===== config.mk =====
export PLATFORM = sky130hd
export DESIGN_NAME = virtual_hall_commutation_motion_fsm_top
export DESIGN_NICKNAME = d
export VERILOG_FILES = /design/src/hw/rtl/vhcm_pkg.sv /design/src/hw/rtl/vhcm_cfg_regs.sv /design/src/hw/rtl/vhcm_motion_core.sv /design/src/hw/rtl/virtual_hall_commutation_motion_fsm_top.sv
export SDC_FILE = /design/constraint.sdc
export NUM_CORES = 1
export LEC_CHECK = 0
export ABC_AREA = 1
export BUFFER_PORTS_ARGS = -buffer_cell sky130_fd_sc_hd__clkbuf_2
export CAP_MARGIN = 20
export CORE_ASPECT_RATIO = 0.9
export CORE_UTILIZATION = 43
export DETAILED_ROUTE_END_ITERATION = 10
export PLACE_DENSITY = 0.64
export RECOVER_POWER = 50
export SETUP_SLACK_MARGIN = 0.02
export SLEW_MARGIN = 5
export SYNTH_ARGS = -nofsm -noshare
export SYNTH_HDL_FRONTEND = slang
export SYNTH_SLANG_ARGS = --single-unit

===== constraint.sdc =====
create_clock -name clock -period 10.7 [get_ports clock]
set_clock_uncertainty 0.2 [all_clocks]
set_input_delay 0.535 -clock clock [delete_from_list [all_inputs] [get_ports clock]]
set_output_delay 0.535 -clock clock [all_outputs]
set_load 0.02 [all_outputs]

===== src/hw/rtl/vhcm_pkg.sv =====
package vhcm_pkg;

   localparam int SAMPLE_BITS = 12;
   localparam int REQ_DATA_BITS = ((3 * SAMPLE_BITS + 7) / 8) * 8;
   localparam int RSP_FIELD_BITS = 11;
   localparam int RSP_DATA_BITS = ((RSP_FIELD_BITS + 7) / 8) * 8;
   localparam int CSR_INDEX_BITS = 3;
   localparam int CSR_DATA_BITS = SAMPLE_BITS;
   localparam int REL_BITS = SAMPLE_BITS + 3;
   localparam int RELEASE_NUM = 5;
   localparam int RELEASE_DEN = 4;

   typedef logic [SAMPLE_BITS-1:0] sample_type;

   localparam logic [CSR_INDEX_BITS-1:0] CSR_MODE        = 3'd0;
   localparam logic [CSR_INDEX_BITS-1:0] CSR_EXT_START   = 3'd1;
   localparam logic [CSR_INDEX_BITS-1:0] CSR_FLEX_START  = 3'd2;
   localparam logic [CSR_INDEX_BITS-1:0] CSR_EXT_STOP    = 3'd3;
   localparam logic [CSR_INDEX_BITS-1:0] CSR_FLEX_STOP   = 3'd4;
   localparam logic [CSR_INDEX_BITS-1:0] CSR_FULL_EXT    = 3'd5;
   localparam logic [CSR_INDEX_BITS-1:0] CSR_FULL_FLEX   = 3'd6;

   localparam logic [1:0] MODE_FOLLOW       = 2'd0;
   localparam logic [1:0] MODE_WAIT_RELEASE = 2'd1;

   localparam logic [1:0] MS_IDLE_CODE = 2'd0;
   localparam logic [1:0] MS_EXT_CODE  = 2'd1;
   localparam logic [1:0] MS_FLEX_CODE = 2'd2;
   localparam logic [1:0] MS_WAIT_CODE = 2'd3;

   localparam logic [1:0] ZONE_NONE      = 2'd0;
   localparam logic [1:0] ZONE_FULL_EXT  = 2'd1;
   localparam logic [1:0] ZONE_FULL_FLEX = 2'd2;

   localparam logic [2:0] EVT_NONE       = 3'd0;
   localparam logic [2:0] EVT_EXT_START  = 3'd1;
   localparam logic [2:0] EVT_FLEX_START = 3'd2;
   localparam logic [2:0] EVT_EXT_STOP   = 3'd3;
   localparam logic [2:0] EVT_FLEX_STOP  = 3'd4;

   localparam logic [2:0] HALL_FIRST = 3'd0;
   localparam logic [2:0] HALL_LAST  = 3'd5;

   localparam sample_type THRESH_RESET    = sample_type'(2048);
   localparam sample_type FULL_EXT_RESET  = '0;
   localparam sample_type FULL_FLEX_RESET = '1;

   typedef enum logic [3:0] {
      ST_IDLE = 4'b0001,
      ST_EXT  = 4'b0010,
      ST_FLEX = 4'b0100,
      ST_WAIT = 4'b1000
   } motion_state_type;

   typedef struct packed {
      logic [1:0] mode;
      sample_type ext_start;
      sample_type flex_start;
      sample_type ext_stop;
      sample_type flex_stop;
      sample_type full_ext;
      sample_type full_flex;
   } cfg_type;

   localparam cfg_type CFG_RESET = '{
      mode:       MODE_FOLLOW,
      ext_start:  THRESH_RESET,
      flex_start: THRESH_RESET,
      ext_stop:   THRESH_RESET,
      flex_stop:  THRESH_RESET,
      full_ext:   FULL_EXT_RESET,
      full_flex:  FULL_FLEX_RESET
   };

   typedef struct packed {
      logic       op;
      sample_type front;
      sample_type back;
      sample_type angle;
   } req_type;

   typedef struct packed {
      logic [2:0] event_res;
      logic [1:0] limit_zone;
      logic [2:0] hall_pattern;
      logic       motor_enable;
      logic [1:0] motion_state;
   } rsp_type;

   function automatic logic [2:0] hall_pattern_of(input logic [2:0] step);
      logic [2:0] pat;
      case (step)
         3'd0:    pat = 3'd1;
         3'd1:    pat = 3'd3;
         3'd2:    pat = 3'd2;
         3'd3:    pat = 3'd6;
         3'd4:    pat = 3'd4;
         3'd5:    pat = 3'd5;
         default: pat = 3'd1;
      endcase
      return pat;
   endfunction

   function automatic logic [1:0] state_code(input motion_state_type st);
      logic [1:0] code;
      unique case (st)
         ST_IDLE: code = MS_IDLE_CODE;
         ST_EXT:  code = MS_EXT_CODE;
         ST_FLEX: code = MS_FLEX_CODE;
         ST_WAIT: code = MS_WAIT_CODE;
         default: code = MS_IDLE_CODE;
      endcase
      return code;
   endfunction

endpackage


===== src/hw/rtl/vhcm_cfg_regs.sv =====
module vhcm_cfg_regs (
   input  logic                                  clock,
   input  logic                                  reset,
   input  logic                                  csr_wen,
   input  logic [vhcm_pkg::CSR_INDEX_BITS-1:0]   csr_index,
   input  logic [vhcm_pkg::CSR_DATA_BITS-1:0]    csr_wdata,
   output vhcm_pkg::cfg_type                     cfg
);
   import vhcm_pkg::*;

   cfg_type cfg_ff;
   cfg_type cfg_in;

   always_comb begin
      cfg_in = cfg_ff;
      unique case (csr_index)
         CSR_MODE:       cfg_in.mode       = csr_wdata[1:0];
         CSR_EXT_START:  cfg_in.ext_start  = sample_type'(csr_wdata);
         CSR_FLEX_START: cfg_in.flex_start = sample_type'(csr_wdata);
         CSR_EXT_STOP:   cfg_in.ext_stop   = sample_type'(csr_wdata);
         CSR_FLEX_STOP:  cfg_in.flex_stop  = sample_type'(csr_wdata);
         CSR_FULL_EXT:   cfg_in.full_ext   = sample_type'(csr_wdata);
         CSR_FULL_FLEX:  cfg_in.full_flex  = sample_type'(csr_wdata);
         default:        cfg_in = cfg_ff;
      endcase
   end

   always_ff @(posedge clock) begin
      if (reset) begin
         cfg_ff <= CFG_RESET;
      end else if (csr_wen) begin
         cfg_ff <= cfg_in;
      end
   end

   assign cfg = cfg_ff;

endmodule


===== src/hw/rtl/vhcm_motion_core.sv =====
module vhcm_motion_core (
   input  logic              clock,
   input  logic              reset,
   input  logic              step_en,
   input  vhcm_pkg::req_type item,
   input  vhcm_pkg::cfg_type cfg,
   output vhcm_pkg::rsp_type result
);
   import vhcm_pkg::*;

   motion_state_type state_ff;
   motion_state_type state_in;
   logic [2:0]       hall_ff;
   logic [2:0]       hall_in;
   logic             motor_ff;
   logic             motor_in;

   logic [1:0]          zone;
   logic                ext_go;
   logic                flex_go;
   logic                ext_halt;
   logic                flex_halt;
   logic                halt_ext;
   logic                halt_flex;
   logic                released;
   logic                try_start;
   logic [2:0]          hall_fwd;
   logic [2:0]          hall_bwd;
   logic [2:0]          event_code;
   logic [REL_BITS-1:0] front_x5;
   logic [REL_BITS-1:0] back_x5;
   logic [REL_BITS-1:0] ext_start_x4;
   logic [REL_BITS-1:0] flex_start_x4;

   always_comb begin
      if (item.angle < cfg.full_ext) begin
         zone = ZONE_FULL_EXT;
      end else if (item.angle > cfg.full_flex) begin
         zone = ZONE_FULL_FLEX;
      end else begin
         zone = ZONE_NONE;
      end
   end

   assign ext_go    = (item.front > cfg.ext_start) && (zone != ZONE_FULL_EXT);
   assign flex_go   = (item.back > cfg.flex_start) && (zone != ZONE_FULL_FLEX);
   assign ext_halt  = (item.back > cfg.ext_stop) || (zone == ZONE_FULL_EXT);
   assign flex_halt = (item.front > cfg.flex_stop) || (zone == ZONE_FULL_FLEX);
   assign halt_ext  = (cfg.mode == MODE_FOLLOW) ? !ext_go : ext_halt;
   assign halt_flex = (cfg.mode == MODE_FOLLOW) ? !flex_go : flex_halt;

   // The release level of 0.8 of the start threshold is compared in whole numbers.
   assign front_x5      = REL_BITS'(item.front) * REL_BITS'(RELEASE_NUM);
   assign back_x5       = REL_BITS'(item.back) * REL_BITS'(RELEASE_NUM);
   assign ext_start_x4  = REL_BITS'(cfg.ext_start) * REL_BITS'(RELEASE_DEN);
   assign flex_start_x4 = REL_BITS'(cfg.flex_start) * REL_BITS'(RELEASE_DEN);
   assign released      = (front_x5 < ext_start_x4) && (back_x5 < flex_start_x4);

   assign hall_fwd = (hall_ff >= HALL_LAST) ? HALL_FIRST : hall_ff + 3'd1;
   assign hall_bwd = (hall_ff == HALL_FIRST) ? HALL_LAST : hall_ff - 3'd1;

   always_comb begin
      state_in   = state_ff;
      hall_in    = hall_ff;
      motor_in   = motor_ff;
      event_code = EVT_NONE;
      try_start  = 1'b0;
      if (item.op) begin
         motor_in = 1'b0;
         hall_in  = HALL_FIRST;
      end else begin
         unique case (state_ff)
            ST_IDLE: begin
               try_start = 1'b1;
            end
            ST_WAIT: begin
               if (cfg.mode == MODE_FOLLOW) begin
                  try_start = 1'b1;
               end else if (released) begin
                  state_in = ST_IDLE;
               end
            end
            ST_EXT: begin
               if (halt_ext) begin
                  state_in   = (cfg.mode == MODE_WAIT_RELEASE) ? ST_WAIT : ST_IDLE;
                  motor_in   = 1'b0;
                  event_code = EVT_EXT_STOP;
               end else begin
                  hall_in  = hall_fwd;
                  motor_in = 1'b1;
               end
            end
            ST_FLEX: begin
               if (halt_flex) begin
                  state_in   = (cfg.mode == MODE_WAIT_RELEASE) ? ST_WAIT : ST_IDLE;
                  motor_in   = 1'b0;
                  event_code = EVT_FLEX_STOP;
               end else begin
                  hall_in  = hall_bwd;
                  motor_in = 1'b1;
               end
            end
            default: state_in = ST_IDLE;
         endcase
         if (try_start) begin
            if (ext_go) begin
               state_in   = ST_EXT;
               hall_in    = hall_fwd;
               motor_in   = 1'b1;
               event_code = EVT_EXT_START;
            end else if (flex_go) begin
               state_in   = ST_FLEX;
               hall_in    = hall_bwd;
               motor_in   = 1'b1;
               event_code = EVT_FLEX_START;
            end
         end
      end
   end

   always_ff @(posedge clock) begin
      if (reset) begin
         state_ff <= ST_IDLE;
         hall_ff  <= HALL_FIRST;
         motor_ff <= 1'b0;
      end else if (step_en) begin
         state_ff <= state_in;
         hall_ff  <= hall_in;
         motor_ff <= motor_in;
      end
   end

   assign result.motion_state = state_code(state_in);
   assign result.motor_enable = motor_in;
   assign result.hall_pattern = hall_pattern_of(hall_in);
   assign result.limit_zone   = zone;
   assign result.event_res    = event_code;

endmodule


===== src/hw/rtl/virtual_hall_commutation_motion_fsm_top.sv =====
// Motion state machine for a powered joint with a six-step virtual Hall commutation output.
// Each req_ transaction carries one control tick (or an emergency stop) and yields exactly
// one rsp_ transaction. The block takes one transaction in every clock cycle unless rsp_
// back-pressure stalls it; a transaction is held in the input register, where the zone,
// trigger and Hall stepping logic updates the machine state and the result register is
// loaded, and the result register drives rsp_. Back-pressure on rsp_ stalls both registers.
// Configuration writes on csr_ take effect at the next clock edge and are meant to be made
// while no transaction is in flight.
module virtual_hall_commutation_motion_fsm_top (
   input  logic                                 clock,
   input  logic                                 reset,
   input  logic                                 req_tvalid,
   output logic                                 req_tready,
   // From bit 0: front_force, back_force, angle_sample, zero fill.
   input  logic [vhcm_pkg::REQ_DATA_BITS-1:0]   req_tdata,
   // Bit 0: op.
   input  logic [0:0]                           req_tuser,
   output logic                                 rsp_tvalid,
   input  logic                                 rsp_tready,
   // From bit 0: motion_state, motor_enable, hall_pattern, limit_zone, event_res, zero fill.
   output logic [vhcm_pkg::RSP_DATA_BITS-1:0]   rsp_tdata,
   input  logic                                 csr_wen,
   input  logic [vhcm_pkg::CSR_INDEX_BITS-1:0]  csr_index,
   input  logic [vhcm_pkg::CSR_DATA_BITS-1:0]   csr_wdata
);
   import vhcm_pkg::*;

   cfg_type cfg;
   req_type req_item;
   rsp_type step_result;

   logic    in_valid_ff;
   logic    in_valid_in;
   req_type in_item_ff;
   logic    out_valid_ff;
   logic    out_valid_in;
   rsp_type out_item_ff;
   logic    out_free;
   logic    step_en;

   vhcm_cfg_regs u_cfg_regs (
      .clock     (clock),
      .reset     (reset),
      .csr_wen   (csr_wen),
      .csr_index (csr_index),
      .csr_wdata (csr_wdata),
      .cfg       (cfg)
   );

   assign req_item.op    = req_tuser[0];
   assign req_item.front = req_tdata[SAMPLE_BITS-1:0];
   assign req_item.back  = req_tdata[2*SAMPLE_BITS-1:SAMPLE_BITS];
   assign req_item.angle = req_tdata[3*SAMPLE_BITS-1:2*SAMPLE_BITS];

   assign out_free    = !out_valid_ff || rsp_tready;
   assign req_tready  = !in_valid_ff || out_free;
   assign step_en     = in_valid_ff && out_free;
   assign in_valid_in = req_tready ? req_tvalid : in_valid_ff;
   assign out_valid_in = out_free ? in_valid_ff : out_valid_ff;

   always_ff @(posedge clock) begin
      if (reset) begin
         in_valid_ff  <= 1'b0;
         out_valid_ff <= 1'b0;
      end else begin
         in_valid_ff  <= in_valid_in;
         out_valid_ff <= out_valid_in;
      end
   end

   always_ff @(posedge clock) begin
      if (req_tvalid && req_tready) begin
         in_item_ff <= req_item;
      end
      if (step_en) begin
         out_item_ff <= step_result;
      end
   end

   vhcm_motion_core u_motion_core (
      .clock   (clock),
      .reset   (reset),
      .step_en (step_en),
      .item    (in_item_ff),
      .cfg     (cfg),
      .result  (step_result)
   );

   assign rsp_tvalid = out_valid_ff;
   assign rsp_tdata  = {{(RSP_DATA_BITS - RSP_FIELD_BITS){1'b0}}, out_item_ff};

endmodule


# --- Word-level counts from Yosys, hierarchy flattened ---
# Index checks and enable logic that the tools add are counted.
word_totals:
  input_bits: 61
  reg_bits: 132
  wordCells: 121
  output_inout_bits: 18
op_classes:
  mux: 41
  n_eq_ne: 23
  n_addsub: 2
  n_reduce_logical: 23
  magnitude_cmp: 9
  mul: 2
ops:
  columns: ["cell", "n"]
  rows:
  - ["12-bit > comparator", 5]
  - ["3-bit two-way mux", 12]
  - ["4-bit two-way mux", 9]
  - ["15-bit by 14-bit < comparator with 1-bit output", 2]
  - ["12-bit by 3-bit multiplier with 15-bit output (second input constant)", 2]
  - ["4-bit one-hot mux with 4 select lines", 1]
  - ["3-bit equality test (second input constant)", 5]
  - ["3-bit one-hot mux with 5 select lines", 1]
  - ["2-bit AND reduction", 7]
  - ["3-bit by 2-bit equality test with 1-bit output (second input constant)", 4]
  - ["12-bit < comparator", 1]
  - ["3-bit one-hot mux with 2 select lines", 2]
  - ["1-bit two-way mux", 10]
  - ["4-bit by 2-bit equality test with 1-bit output (second input constant)", 2]
  - ["4-bit by 3-bit equality test with 1-bit output (second input constant)", 2]
  - ["4-bit equality test (second input constant)", 2]
  - ["3-bit by 1-bit equality test with 1-bit output (second input constant)", 2]
  - ["3-bit zero test", 2]
  - ["2-bit two-way mux", 3]
  - ["2-bit one-hot mux with 3 select lines", 1]
  - ["1-bit logical AND", 5]
  - ["2-bit by 1-bit equality test with 1-bit output (second input constant)", 2]
  - ["4-bit by 1-bit equality test with 1-bit output (second input constant)", 1]
  - ["1-bit zero test", 4]
  - ["9 further kinds", 13]

# --- Longest topological paths before layout ---
depth:
  word_depth: 15
  mapped_depth: 27

# --- Modules after synthesis ---
# Synthesis repeated with hierarchy kept, for this count alone.
hier_totals:
  cells_unflattened: 1215
  hier_area_um2: 9105.0
modules_own_cells:
  columns: ["mod", "instances", "area_each_um2", "cells_each"]
  rows:
  - ["vhcm_motion_core", 1, 4568.1, 731]
  - ["vhcm_cfg_regs", 1, 2962.8, 418]
  - ["virtual_hall_commutation_motion_fsm_top", 1, 1574.0, 66]

# --- Worst setup path after synthesis ---
# OpenSTA, ideal clock, no wires.
synth_timing:
  path_kind: "register to register"
  start: "register in_item_ff[27] in the netlist's numbering"
  end: "register out_item_ff (netlist bit rsp_tdata[0]), data pin"
  path_stages_with_launch: 27
  slack_ps: 6870
  t_required_ps: 10244
  arrival_ps: 3375
  cell_sequence: "edfxtp_1 > ha_1 > ha_1 > fa_1 > nand3_1 > nand2_1 > a21oi_1 > inv_1 > a21oi_1 > nor2_1 > o21ai_0 > nand2_1 > nand2_1 > nand2_1 > a21oi_1 > xnor2_1 > ha_1 > nor3_1 > nand4_1 > a21oi_1 > nand2_1 > nand2_1 > nand2_1 > nand2_1 > nand2_2 > nand2_1 > a21oi_1"
synth_lines:
  columns: ["element", "line", "text"]
  rows:
  - ["start: declaration", "virtual_hall_commutation_motion_fsm_top.sv:34", "req_type in_item_ff;"]
  - ["start signal: assignment", "virtual_hall_commutation_motion_fsm_top.sv:73", "in_item_ff <= req_item;"]
  - ["end signal: assignment", "virtual_hall_commutation_motion_fsm_top.sv:76", "out_item_ff <= step_result;"]
  - ["end: declaration", "virtual_hall_commutation_motion_fsm_top.sv:37", "rsp_type out_item_ff;"]

==> results_dict.tcl <==
set metrics [dict create \
    p_leak_nw 4.62 \
    nFillCells 1842 \
    cts_buffers 17 \
    use_met2_pct 29.8 \
    syn_area_um2 8520 \
    cp-end-kind "flip-flop" \
    outcome "complete, but fails checks" \
    clk_path_buf_depth 2 \
    synth_common_cells "187 x nand2_1, 167 x inv_1, 137 x ha_1" \
    gr-total-overflow 0 \
    area_growth_pct 13.4 \
    die_area_um2 20400 \
    detail_route.wl_per_cell_um 13.5 \
    drive_gt1_share_pct 11.3 \
    synthCells 1049 \
    grt_pass1_vias 6256 \
    cts-root-buf "clkbuf_16" \
    grt_pass1_wl_mm 30.7 \
    rows 48 \
    antenna_found_initial 0 \
    yosysWarnings 0 \
    vdd_ir_drop_max_mv 0.116 \
    viasPerCell 4.95 \
    async_flop_share_pct 0 \
    dr.pass1.iters 5 \
    drc_errors 0 \
    slew_headroom_pct -98.4 \
    finalCriticalPeriod_ns 4.40 \
    worstSkewPairLatency_ns 0.43 \
    htreeDepth 4 \
    critPathKind "flip-flop to flip-flop" \
    cp_data_arrival_time_ns 4.38 \
    max_freq_mhz 227 \
    final.setup.tns_ns 0 \
    initial_utilization_pct 44.2 \
    worst_slack_ns 6.30 \
    antenna_cells 0 \
    violations "max-capacitance violations, max-slew violations" \
    drt-initial-drc-count 375 \
    start_kind "flip-flop" \
    final-hold-violation-count 0 \
    finalSetupViolations 0 \
    cts_tree "yes" \
    totalWireLength_mm 18.7 \
    core_um2 19300 \
    dpl_worst_slack_ns 6.32 \
    synth-edff-count 48 \
    multiInputGateArea_um2 4650 \
    gp_congestion 0.874 \
    worst_slew_pin_slew_ns 2.98 \
    io_pins 79 \
    drv_cap 2 \
    seq_area_um2 3120 \
    top_usage_layer "met2" \
    avgSynthCellArea_um2 8.12 \
    min_path_type "primary input to flip-flop" \
    hold_buffers 0 \
    nNetsFinal 1317 \
    synth.most_common_cell "nand2_1" \
    grt_start_max_net_pins 80 \
    yosys.cell_types.count 40 \
    grtUsageTotal_pct 19.7 \
    clk_pin_slew_worst_paths_ns 0.07 \
    maxSlewViolCount 118 \
    p_per_area_nw_per_um2 149 \
    die_h_um 136 \
    rsz0062_at_grt "false" \
    vias 6835 \
    dp_hpwl_mm 14.0 \
    ys_ff_latch 132 \
    synth_area_leaders "ha_1 20%, dfxtp_1 20%, edfxtp_1 17%" \
    post_cts_buffers 0 \
    met3_usage_pct 3.80 \
    io_buffers 69 \
    ant_nets 0 \
    synthFlopType "dfxtp_1" \
    clock-sinks 132 \
    synth_largest_area_cell "ha_1" \
    cp.required_ns 10.68 \
    yosys.area.top_type_share_pct 20.1 \
    synth-seq-area-share_pct 36.7 \
    cp_max_fo 4 \
    timing.final.crit_share_pct 41.1 \
    use_met1_pct 28.2 \
    cts_resized 0 \
    die_x_um 150 \
]
## layer usage
layer	routed length, µm	vias up
met1	9650	3050
met5	0	-
met3	876	16
met4	231	0
met2	7900	134
li1	-	3635
## cells in the final DEF, fill, tap and decap left out, types with 4 or more instances in the layout
cell / Yosys / routed
nand3_2: 6 / 6
clkbuf_16: 0 / 17
o211ai_1: 16 / 16
ha_1: 137 / 137
nand4_1: 12 / 12
dfxtp_1: 84 / 84
nor2_1: 62 / 62
inv_6: 0 / 4
xnor2_1: 4 / 4
nand2_2: 9 / 9
clkbuf_2: 0 / 65
a21o_1: 4 / 4
a31oi_1: 4 / 4
and2_1: 6 / 6
clkbuf_1: 22 / 8
nand2_1: 187 / 187
conb_1: 1 / 5
edfxtp_1: 48 / 48
xor2_1: 13 / 13
a21oi_1: 117 / 117
inv_1: 167 / 166
o21ai_0: 77 / 77
nor2_2: 5 / 5
nand3_1: 33 / 33
## worst paths after layout
| path | slack (ns) | depth (start not counted) | endpoint | from |
|---|---|---|---|---|
| setup / recovery | 6.30 | 26 | rsp_tdata[0] | in_item_ff[27] |
| setup reg to reg | 6.30 | 26 | rsp_tdata[0] | in_item_ff[27] |
| hold reg to reg | 0.26 | 2 | u_cfg_regs.cfg[14] | u_cfg_regs.cfg[14] |
| hold / removal | 0.08 | 1 | in_item_ff[18] | req_tdata[18] |
## critical path, cell delays in order (launching register included)
cell and delay, ns:
edfxtp_1 0.50, ha_1 0.32, ha_1 0.22, fa_1 0.40, nand3_1 0.08, nand2_1 0.08
a21oi_1 0.13, inv_1 0.05, a21oi_1 0.19, nor2_1 0.06, o21ai_0 0.21, nand2_1 0.08
nand2_1 0.08, nand2_1 0.06, a21oi_1 0.17, xnor2_1 0.09, ha_1 0.18, nor3_1 0.17
nand4_1 0.12, a21oi_1 0.12, nand2_1 0.16, nand2_1 0.10, nand2_1 0.06, nand2_1 0.12
nand2_2 0.08, nand2_1 0.06, a21oi_1 0.07
## power by group
group	total (mW)	internal, mW	switching [mW]
registers	0.565	0.547	0.0174
logic	0.288	0.114	0.175
clock network	0.585	0.347	0.237
## flip-flops by register name, indices dropped and copies added (netlist names)
name and cells:
in_valid_ff 1, u_motion_core.motor_ff 1, u_cfg_regs.cfg 74, in_item_ff 37, u_motion_core.state_ff 4, rsp_tvalid 1
u_motion_core.hall_ff 3, rsp_tdata 11
## kinds of logic after synthesis
logic type      share of synthesized area, %
simple gates                            17.3
compound gates                          14.8
buf+inv                                 8.90
fa+ha+maj                               20.6
flops                                   36.7
xor+xnor                                1.75
other cells                           0.0440
## final cells by class
class	count	area share, %
multi-input combinational	724	48.2
timing repair buffer	72	3.68
inverter	170	6.60
tap	250	3.24
clock buffer	19	4.48
sequential	132	32.3
clock inverter	13	1.54
## stage by stage
stage	power, mW	utilization [%]	area [µm²]	std cells	hold slack (ns)
after floorplan	0.789	-	8540	1053	0.235
after global placement	0.856	47.2	9100	1348	0.250
after detailed placement	0.863	47.2	9100	1348	0.254
after CTS	1.45	50.2	9680	1380	0.0616
after global routing	1.52	50.1	9670	1380	0.0565
final	1.44	50.1	9670	1380	0.0803
(Power assumes the default switching activity.)
